$ cat config.mk
export PLATFORM = sky130hd
export DESIGN_NAME = date_add_days
export DESIGN_NICKNAME = d
export VERILOG_FILES = /design/src/sv/dad_pkg.sv /design/src/sv/dad_ctrl.sv /design/src/sv/dad_dp.sv /design/src/sv/date_add_days.sv
export VERILOG_INCLUDE_DIRS = /design/src /design/src/sv
export SDC_FILE = /design/constraint.sdc
export NUM_CORES = 1
export LEC_CHECK = 0
export BUFFER_PORTS_ARGS = -buffer_cell sky130_fd_sc_hd__buf_4
export CAP_MARGIN = 5
export CORE_ASPECT_RATIO = 0.5
export CORE_MARGIN = 5
export CORE_UTILIZATION = 40
export DETAILED_ROUTE_END_ITERATION = 6
export PLACE_DENSITY = 0.59
export SYNTH_ARGS = -nofsm -noshare
export SYNTH_HDL_FRONTEND = slang
export SYNTH_SLANG_ARGS = --single-unit
$ cat constraint.sdc
create_clock -name clk -period 6.6 [get_ports clk]
set_input_delay 0.33 -clock clk [delete_from_list [all_inputs] [get_ports clk]]
set_output_delay 0.33 -clock clk [all_outputs]
set_load 0.01 [all_outputs]
$ cat src/sv/date_add_days_defines.svh
// assertion macros shared by the date adder
`ifndef DATE_ADD_DAYS_DEFINES_SVH
`define DATE_ADD_DAYS_DEFINES_SVH

// same-cycle implication, sampled on clk, off during rst
`define DAD_ASSERT_NOW(label, ante, cons) \
  label: assert property (@(posedge clk) disable iff (rst) (ante) |-> (cons)) \
    else $error("date_add_days check failed");

// next-cycle implication, sampled on clk, off during rst
`define DAD_ASSERT_NEXT(label, ante, cons) \
  label: assert property (@(posedge clk) disable iff (rst) (ante) |=> (cons)) \
    else $error("date_add_days check failed");

`endif

$ cat src/sv/dad_pkg.sv
package dad_pkg;

  // controller states
  typedef enum logic [2:0] {
    ST_IDLE,
    ST_DIV,
    ST_REM,
    ST_WALK,
    ST_DONE
  } state_t;

  // commands from controller to datapath
  typedef struct packed {
    logic load;
    logic rem;
    logic step;
  } dad_cmd_t;

  // status from datapath to controller
  typedef struct packed {
    logic walk_last;
  } dad_status_t;

  // month lengths of a common year, january first
  localparam logic [4:0] MONTH_DAYS [12] = '{
    5'd31, 5'd28, 5'd31, 5'd30, 5'd31, 5'd30,
    5'd31, 5'd31, 5'd30, 5'd31, 5'd30, 5'd31
  };

  localparam logic [4:0] LEAP_FEB_DAYS = 5'd29;
  localparam logic [4:0] ODD_MONTH_DAYS = 5'd31;
  localparam logic [3:0] MONTHS_PER_YEAR = 4'd12;
  localparam logic [3:0] FEBRUARY = 4'd2;
  localparam logic [3:0] JANUARY = 4'd1;

  // year mod 400 via reciprocal: q = (yr * DIV400_MUL) >> DIV400_SHIFT
  localparam int unsigned YEAR_CYCLE = 400;
  localparam logic [16:0] DIV400_MUL = 17'd83887;
  localparam int unsigned DIV400_SHIFT = 25;
  localparam logic [8:0] YEAR_CYCLE_LAST = 9'(YEAR_CYCLE - 1);

  // month length, months outside 1..12 count 31 days
  function automatic logic [4:0] month_length(input logic [3:0] mon, input logic leap);
    logic [4:0] len;
    len = ODD_MONTH_DAYS;
    if (mon >= JANUARY && mon <= MONTHS_PER_YEAR) begin
      len = MONTH_DAYS[4'(mon - JANUARY)];
      if (mon == FEBRUARY && leap) begin
        len = LEAP_FEB_DAYS;
      end
    end
    return len;
  endfunction

endpackage

$ cat src/sv/dad_ctrl.sv
module dad_ctrl
  import dad_pkg::*;
(
  input  logic        clk,
  input  logic        rst,
  input  logic        start,
  input  dad_status_t status,
  output dad_cmd_t    cmd,
  output logic        busy,
  output logic        done
);

  state_t state;
  state_t state_next;

  // state register
  always_ff @(posedge clk) begin
    if (rst) begin
      state <= ST_IDLE;
    end else begin
      state <= state_next;
    end
  end

  // next state and commands
  always_comb begin
    state_next = state;
    cmd = '0;
    busy = 1'b1;
    done = 1'b0;
    case (state)
      ST_IDLE: begin
        busy = 1'b0;
        if (start) begin
          cmd.load = 1'b1;
          state_next = ST_DIV;
        end
      end
      ST_DIV: begin
        state_next = ST_REM;
      end
      ST_REM: begin
        cmd.rem = 1'b1;
        state_next = ST_WALK;
      end
      ST_WALK: begin
        cmd.step = 1'b1;
        if (status.walk_last) begin
          state_next = ST_DONE;
        end
      end
      ST_DONE: begin
        done = 1'b1;
        state_next = ST_IDLE;
      end
      default: begin
        state_next = ST_IDLE;
      end
    endcase
  end

endmodule

$ cat src/sv/dad_dp.sv
module dad_dp
  import dad_pkg::*;
(
  input  logic        clk,
  input  dad_cmd_t    cmd,
  input  logic [4:0]  start_day,
  input  logic [3:0]  start_month,
  input  logic [15:0] start_year,
  input  logic [15:0] days_to_add,
  output dad_status_t status,
  output logic [4:0]  result_day,
  output logic [3:0]  result_month,
  output logic [15:0] result_year,
  output logic        year_overflow
);

  logic [4:0]  day;
  logic [3:0]  mon;
  logic [15:0] yr;
  logic [16:0] left;
  logic        wrapped;
  logic [7:0]  quot;
  logic [8:0]  r400;

  logic [32:0] quot_prod;
  logic [16:0] cycle_prod;
  logic        century;
  logic        leap;
  logic [4:0]  len;
  logic [17:0] day_sum;
  logic [17:0] rest;
  logic        fits;

  // year / 400 from the start year
  assign quot_prod = 33'(start_year) * 33'(DIV400_MUL);
  assign cycle_prod = 17'(quot) * 17'(YEAR_CYCLE);

  // leap year from the low year bits and the year mod 400
  always_comb begin
    century = r400 inside {9'd0, 9'd100, 9'd200, 9'd300};
    leap = (r400 == 9'd0) || ((yr[1:0] == 2'b00) && !century);
  end

  // one month step
  assign len = month_length(mon, leap);
  assign day_sum = 18'(day) + 18'(left);
  assign fits = day_sum <= 18'(len);
  assign rest = day_sum - 18'(len) - 18'd1;
  assign status.walk_last = (left == 17'd0) || fits;

  // datapath registers
  always_ff @(posedge clk) begin
    if (cmd.load) begin
      day <= start_day;
      mon <= start_month;
      yr <= start_year;
      left <= 17'(days_to_add);
      wrapped <= 1'b0;
      quot <= quot_prod[DIV400_SHIFT +: 8];
    end else if (cmd.rem) begin
      r400 <= 9'(17'(yr) - cycle_prod);
    end else if (cmd.step && left != 17'd0) begin
      if (fits) begin
        day <= 5'(day_sum);
        left <= 17'd0;
      end else begin
        left <= rest[16:0];
        day <= 5'd1;
        if (mon >= MONTHS_PER_YEAR) begin
          mon <= JANUARY;
          if (yr == 16'hFFFF) begin
            yr <= 16'd0;
            r400 <= 9'd0;
            wrapped <= 1'b1;
          end else begin
            yr <= yr + 16'd1;
            r400 <= (r400 == YEAR_CYCLE_LAST) ? 9'd0 : r400 + 9'd1;
          end
        end else begin
          mon <= mon + 4'd1;
        end
      end
    end
  end

  // results straight from the registers
  assign result_day = day;
  assign result_month = mon;
  assign result_year = yr;
  assign year_overflow = wrapped;

endmodule

$ cat src/sv/date_add_days.sv
// date_add_days: adds a day count to a gregorian date
//
// command channel: drive start_day, start_month, start_year and days_to_add
// with start high; the word is taken at a rising edge where busy is low.
// busy stays high until the result has been shown.
// result channel: done is high for exactly one cycle with result_day,
// result_month, result_year and year_overflow valid in that cycle. the
// receiver cannot stall; it must take the word when done is high.
// sequence: the accept cycle loads the date and forms year / 400 by a
// reciprocal multiply, a spare state follows, then year mod 400, then one
// month stepped per cycle (at least one), then the done cycle; the next word
// can be taken in the cycle after done. the month walk dominates the time a
// word takes: up to about 2160 months for a count of 65535. a year stepped
// past 65535 wraps to 0 and sets year_overflow.
// reset: rst is synchronous and returns the controller to idle; a word in
// flight is dropped with no result. the datapath registers are not cleared.
module date_add_days
  import dad_pkg::*;
(
  input  logic        clk,
  input  logic        rst,
  input  logic        start,
  output logic        busy,
  input  logic [4:0]  start_day,
  input  logic [3:0]  start_month,
  input  logic [15:0] start_year,
  input  logic [15:0] days_to_add,
  output logic        done,
  output logic [4:0]  result_day,
  output logic [3:0]  result_month,
  output logic [15:0] result_year,
  output logic        year_overflow
);

`include "date_add_days_defines.svh"

  dad_cmd_t    cmd;
  dad_status_t status;

  // sequencer
  dad_ctrl u_ctrl (
    .clk    (clk),
    .rst    (rst),
    .start  (start),
    .status (status),
    .cmd    (cmd),
    .busy   (busy),
    .done   (done)
  );

  // date registers and month stepper
  dad_dp u_dp (
    .clk           (clk),
    .cmd           (cmd),
    .start_day     (start_day),
    .start_month   (start_month),
    .start_year    (start_year),
    .days_to_add   (days_to_add),
    .status        (status),
    .result_day    (result_day),
    .result_month  (result_month),
    .result_year   (result_year),
    .year_overflow (year_overflow)
  );

  // a result only shows while a command is in flight
  `DAD_ASSERT_NOW(a_done_busy, done, busy)
  // an accepted command makes the block busy
  `DAD_ASSERT_NEXT(a_start_busy, start && !busy, busy && !done)
  // one strobe per command
  `DAD_ASSERT_NEXT(a_done_single, done, !done && !busy)

endmodule

==> results.py, run 1 <==
metrics = {
    "run_status": {
        "outcome": "finished, final reports clean",
    },
    "worst_setup_path": {
        "crit_fanout": 6,
        "start_kind": "primary input",
        "ff2ff_setup_slack_ns": 2.13,
        "rr_worst_depth": 13,
        "setup.worst_path.class": "in -> reg",
        "required_ns": 6.69,
        "critical_path_arrival_ns": 5.80,
        "regToRegStartpoint": "u_dp.r400[0]",
        "r2r_end": "u_dp.left[14]",
        "crit_path_end_kind": "flop",
    },
    "power": {
        "p_switching_w": 0.00196,
        "irDropWorstVdd_mv": 0.211,
        "powerDensity_nw_per_um2": 416,
        "p_int_w": 0.00222,
        "power.clock.fraction_pct": 12.3,
        "p_leak_nw": 4.83,
        "power_frac_comb_pct": 71.4,
        "power_switching_share_pct": 46.9,
        "p_seq_share_pct": 16.3,
    },
    "clock_tree": {
        "clk_pin_slew_ns": 0.06,
        "cts_tree": "yes",
        "cts_buffers": 9,
        "cts_setup_buffers": 0,
        "cts_root_buf": "clkbuf_16",
        "cts_hold_buf": 0,
        "htree_levels": 3,
        "cts_resized": 0,
        "insertion_delay_ns": 0.34,
        "cts_buffer_depth": 2,
        "cts_sinks": 60,
    },
    "timing": {
        "slew_viol_final": 0,
        "tns_ns": 0,
        "tightest_slew_ns": 1.02,
        "fin_skew_ns": 0.00790,
        "fin_ws_ns": 0.885,
        "setup_viol": 0,
        "slew_headroom_pct": 31.8,
        "rsz0062_at_grt": "false",
        "min_period_ns": 5.72,
        "fin_hold_ws_ns": 0.167,
        "fin_crit_sh_pct": 86.6,
        "hold_viol_final": 0,
        "fmax_ghz": 0.175,
    },
    "synth": {
        "synth_cell_types": 72,
        "netlist_instances": 904,
        "ys_ff_latch": 60,
        "synthFlopType": "edfxtp_1",
        "syn_avg_cell_area_sq_um": 9.82,
        "ys.warnings.count": 0,
        "ys_seq_area_share_pct": 19.7,
        "netlist_area_sq_um": 8880,
        "synth_edf_count": 55,
        "async_flop_share_pct": 0,
        "syn-num-nets": 1189,
    },
    "cells_and_area": {
        "fillers": 2109,
        "insertedDiodeCount": 0,
        "syn2layout_area_growth_pct": 13.1,
        "fin_cells": 1275,
        "finalNetCount": 1255,
        "drive_above_1_share_pct": 12.5,
        "postLayoutCoreUtil_pct": 46.2,
    },
    "floorplanning": {
        "die_width_um": 221,
        "fp.dieH_um": 115,
        "dieArea_sq_um": 25500,
        "start_util_pct": 40.8,
        "num_rows": 38,
        "design.core.area_sq_um": 21700,
        "top_level_ports": 72,
    },
    "drt": {
        "drc": 0,
        "firstDrtPassIters": 4,
        "drt-initial-drc-count": 304,
        "wire_per_inst_um": 16.5,
        "routed_wl_um": 21000,
        "routed_via_density": 5.01,
        "vias": 6383,
        "ant_nets": 0,
    },
    "place": {
        "place_inst": 1259,
        "dp_slack_ns": 0.547,
        "dp_hpwl_um": 17400,
        "port_buffers": 71,
        "place_congestion": 0.892,
    },
    "grt": {
        "grt_usage_pct": 17.3,
        "grt_pass1_vias": 6782,
        "gr-total-overflow": 0,
        "antenna_found_initial": 0,
        "grt_max_degree": 52,
        "grt_pass1_wl_um": 35100,
    },
    "hold_path": {
        "hold_depth": 2,
        "min_to": "u_ctrl.state[0]",
        "hold_class": "in -> reg",
        "holdCritStartpoint": "rst",
    },
    "flow_run": {
        "max-cap-violations": 0,
    },
}
-- how the worst max path moves through the flow --
| stage | end | slack (ns) | start |
|---|---|---|---|
| finish | u_dp.quot[4] | 0.88 | start_year[1] |
| CTS | u_dp.quot[4] | 0.89 | start_year[4] |
| detailed placement | u_dp.quot[4] | 0.55 | start_year[4] |
| global route | u_dp.quot[4] | 0.62 | start_year[4] |
| floorplan | u_dp.quot[4] | 1.14 | start_year[4] |
| global placement | u_dp.quot[4] | 0.65 | start_year[13] |
-- cells in the mapped netlist, drive strengths merged, types with 9 or more instances --
cell type	instances	area, sq um
a21o	11	82.6
a21oi	14	73.8
and3	9	56.3
clkbuf	15	56.3
edfxtp	55	1650
fa	99	1980
ha	142	1780
inv	192	721
nand2	77	292
nand3	22	110
nand4	9	56.3
nor2	36	148
nor3	11	55.1
o21ai	30	150
o22ai	11	68.8
o31ai	18	160
xnor2	47	430
xor2	13	114
-- layout by cell type (no fill, tap or decap), types with 22 or more instances in the layout --
master,Yosys,layout
o21ai_0,30,28
inv_1,191,191
buf_4,0,74
fa_1,99,99
xnor2_1,46,46
nor2_1,33,33
nand3_1,22,22
edfxtp_1,55,55
ha_1,142,142
nand2_1,76,76
-- area by class of cell --
cell class	count	area, sq um	area share [%]
inverter	193	724	7.22
timing repair buffer	74	556	5.54
clock inverter	6	88.8	0.885
sequential	60	1750	17.5
multi-input combinational	632	6310	62.9
tap	300	375	3.74
clock buffer	10	229	2.28
-- registers in the layout, indices dropped and copies added, names as in the netlist --
name	count
u_dp.result_month	4
u_dp.year_overflow	1
u_dp.quot	5
u_dp.result_year	16
u_dp.result_day	5
u_dp.r400	9
u_dp.left	17
u_ctrl.state	3
-- cells by family after synthesis --
logic type | after synthesis | share of synthesized area, %
AOI/OAI and AO/OA | 133 | 11.7
xor gates and xnor gates | 60 | 6.13
adders and majority gates | 241 | 42.3
buffers and inverters | 212 | 9.16
DFF | 60 | 19.7
muxes | 3 | 0.338
and+or+nand+nor | 195 | 10.5
-- critical path: stages --
cell and delay [ns]:
buf_4 0.15, fa_1 0.64, inv_1 0.08, fa_1 0.38, fa_1 0.46, fa_1 0.49
inv_1 0.06, fa_1 0.55, inv_1 0.06, fa_1 0.54, inv_1 0.04, ha_1 0.30
nand4_1 0.09, a21oi_1 0.05, a221o_1 0.34, a221oi_1 0.40, o32ai_1 0.26, o41ai_2 0.34
o21ba_2 0.19, xnor2_1 0.06
-- power groups by stage --
| stage | combinational [W] | clock, W | sequential [W] |
|---|---|---|---|
| after global placement | 0.00292 | 0 | 0.000685 |
| after global routing | 0.00347 | 0.000539 | 0.000699 |
| after detailed placement | 0.00299 | 0 | 0.000688 |
| after CTS | 0.00303 | 0.000522 | 0.000682 |
| final | 0.00298 | 0.000511 | 0.000682 |
| after floorplan | 0.00228 | 0 | 0.000648 |
-- through the flow --
stage | power, W | instance area [sq um]
2_1_floorplan | 0.00293 | 8880
3_3_place_gp | 0.00361 | 9720
3_5_place_dp | 0.00368 | 9720
4_1_cts | 0.00423 | 10000
5_1_grt | 0.00471 | 10000
6_report | 0.00417 | 10000
-- per-layer routing --
metal | routed length (um) | vias up | global-route usage, %
li1 | - | 3159 | -
met1 | 9700 | 3111 | 23.3
met2 | 10300 | 97 | 30.0
met3 | 688 | 16 | 2.42
met4 | 278 | 0 | 3.88
met5 | 0 | - | 0
Power figures use the tool's default switching activity.
==> run 2: changes to the inputs <==
--- a/config.mk
+++ b/config.mk
@@ -13,6 +13,7 @@
 export CORE_UTILIZATION = 40
 export DETAILED_ROUTE_END_ITERATION = 6
 export PLACE_DENSITY = 0.59
+export SLEW_MARGIN = 5
 export SYNTH_ARGS = -nofsm -noshare
 export SYNTH_HDL_FRONTEND = slang
 export SYNTH_SLANG_ARGS = --single-unit
==> constraint.sdc (replaced) <==
create_clock -name clk -period 6.6 [get_ports clk]
set_input_delay 0 -clock clk [delete_from_list [all_inputs] [get_ports clk]]
set_output_delay 0 -clock clk [all_outputs]
set_load 0.01 [all_outputs]
==> run 2 against run 1 <==
The run now ends with negative hold slack left. Non-clock buffer count rose by 24. Worst hold slack got worse by 0.17 ns. Wire length rose by 1.2%. First-iteration DRC count fell by 17%. Sequential power barely moved. Total power rose by 0.25%. Core utilization rose by 1.1 points. Cell area rose by 2.4%. Critical endpoint unchanged.
==> results.py, run 2 (same netlist as run 1, synthesis figures left out) <==
metrics = {
    "run_status": {
        "outcome": "finished, violations left",
        "violations": "negative hold slack",
    },
    "clock_tree": {
        "cts_buffers": 9,
        "insertion_delay_ns": 0.34,
        "cts_hold_buf": 24,
        "cts_sinks": 60,
        "cts_tree": "yes",
        "cts_root_buf": "clkbuf_16",
        "cts_resized": 0,
        "clk_pin_slew_ns": 0.06,
        "cts_setup_buffers": 0,
        "cts_buffer_depth": 2,
        "htree_levels": 3,
    },
    "timing": {
        "fmax_ghz": 0.187,
        "tns_ns": 0,
        "min_period_ns": 5.35,
        "tightest_slew_ns": 1.01,
        "fin_hold_ws_ns": -0.000549,
        "slew_viol_final": 0,
        "fin_crit_sh_pct": 81.1,
        "rsz0062_at_grt": "false",
        "hold_viol_final": 1,
        "slew_headroom_pct": 32.2,
        "setup_viol": 0,
        "fin_skew_ns": 0.00948,
    },
    "drt": {
        "routed_wl_um": 21300,
        "vias": 6516,
        "drc": 0,
        "firstDrtPassIters": 4,
        "drt-initial-drc-count": 253,
        "routed_via_density": 5.02,
        "ant_nets": 0,
        "wire_per_inst_um": 16.4,
    },
    "cells_and_area": {
        "drive_above_1_share_pct": 12.2,
        "postLayoutCellArea_sq_um": 10300,
        "finalNetCount": 1279,
        "postLayoutCoreUtil_pct": 47.3,
        "final_common_cell": "inv_1",
        "insertedDiodeCount": 0,
        "largest_reg_flops": 17,
        "top_register": "u_dp.left",
        "syn2layout_area_growth_pct": 15.8,
        "layout_common_cells": "inv_1, ha_1, fa_1",
    },
    "power": {
        "powerDensity_nw_per_um2": 407,
        "irDropWorstVdd_mv": 0.231,
        "p_leak_nw": 4.93,
    },
    "worst_setup_path": {
        "crit_fanout": 6,
        "crit_path_end_kind": "flop",
        "start_kind": "primary input",
        "critical_path_arrival_ns": 5.44,
        "setup.worst_path.class": "in -> reg",
        "required_ns": 6.69,
    },
    "floorplanning": {
        "top_level_ports": 72,
        "die_width_um": 221,
        "dieArea_sq_um": 25500,
        "fp.dieH_um": 115,
        "design.core.area_sq_um": 21700,
        "start_util_pct": 40.8,
        "num_rows": 38,
    },
    "place": {
        "port_buffers": 71,
        "place_congestion": 0.892,
        "dp_hpwl_um": 17400,
        "place_area_sq_um": 9720,
    },
    "hold_path": {
        "hold_class": "in -> reg",
    },
    "grt": {
        "grt_usage_pct": 17.5,
        "antenna_found_initial": 0,
        "grt_max_degree": 52,
        "grt_pass1_vias": 6915,
        "gr-total-overflow": 0,
        "grt_pass1_wl_um": 35500,
    },
    "flow_run": {
        "max-cap-violations": 0,
    },
}
==> run 2: changes by cell type in the layout (fill, tap and decap cells not counted), sizes merged <==
cell and change:
dlygate4sd3 +24
==> run 2: cell type report <==
type,count,area (sq um)
fill,2109,11500
multi-input combinational,632,6310
sequential,60,1750
timing repair buffer,98,796
inverter,193,724
tap,300,375
clock buffer,10,229
clock inverter,6,88.8
==> run 2: report_power, final <==
part | switching, W | total, W | internal (W) | leakage [nW]
registers | 0.000115 | 0.000682 | 0.000567 | 0.565
clock network | 0.000185 | 0.000516 | 0.000330 | 0.149
logic | 0.00166 | 0.00298 | 0.00133 | 4.22
total | 0.00196 | 0.00418 | 0.00223 | 4.93
==> run 2: metal layers <==
layer	up-vias	share of wire, %	global-route usage, %
met1	3166	45	23.2
met2	124	49	30.9
met5	-	0	0
li1	3210	-	-
met4	0	1.3	3.72
met3	16	3.9	2.53
==> run 2: metrics by stage <==
stage	std cells	setup slack, ns	power [W]
CTS	1299	1.20	0.00424
global placement	1259	0.979	0.00361
floorplan	904	1.47	0.00293
detailed placement	1259	0.867	0.00367
finish	1299	1.25	0.00418
global route	1299	0.972	0.00473
==> run 2: path summary, 6_finish.rpt <==
check | slack, ns | cells past startpoint | to | startpoint
worst max-delay path | 1.25 | 20 | u_dp.quot[4] | start_year[4]
worst min-delay path | -0.0005 | 3 | u_dp.result_year[15] | start_year[15]
worst max register to register | 2.10 | 13 | u_dp.left[14] | u_dp.r400[0]
worst min register to register | 0.45 | 2 | u_dp.year_overflow | u_dp.year_overflow
==> run 2: worst max-delay path, stage by stage <==
cell and delay, ns:
buf_4 0.15, fa_1 0.61, inv_1 0.10, fa_1 0.50
inv_1 0.05, fa_1 0.46, fa_1 0.42, fa_1 0.53
inv_1 0.06, fa_1 0.53, inv_1 0.05, ha_1 0.31
a21o_1 0.16, a21oi_1 0.12, o21ai_0 0.11, a221oi_1 0.44
o32ai_1 0.25, o41ai_2 0.33, o21ba_2 0.19, xnor2_1 0.06
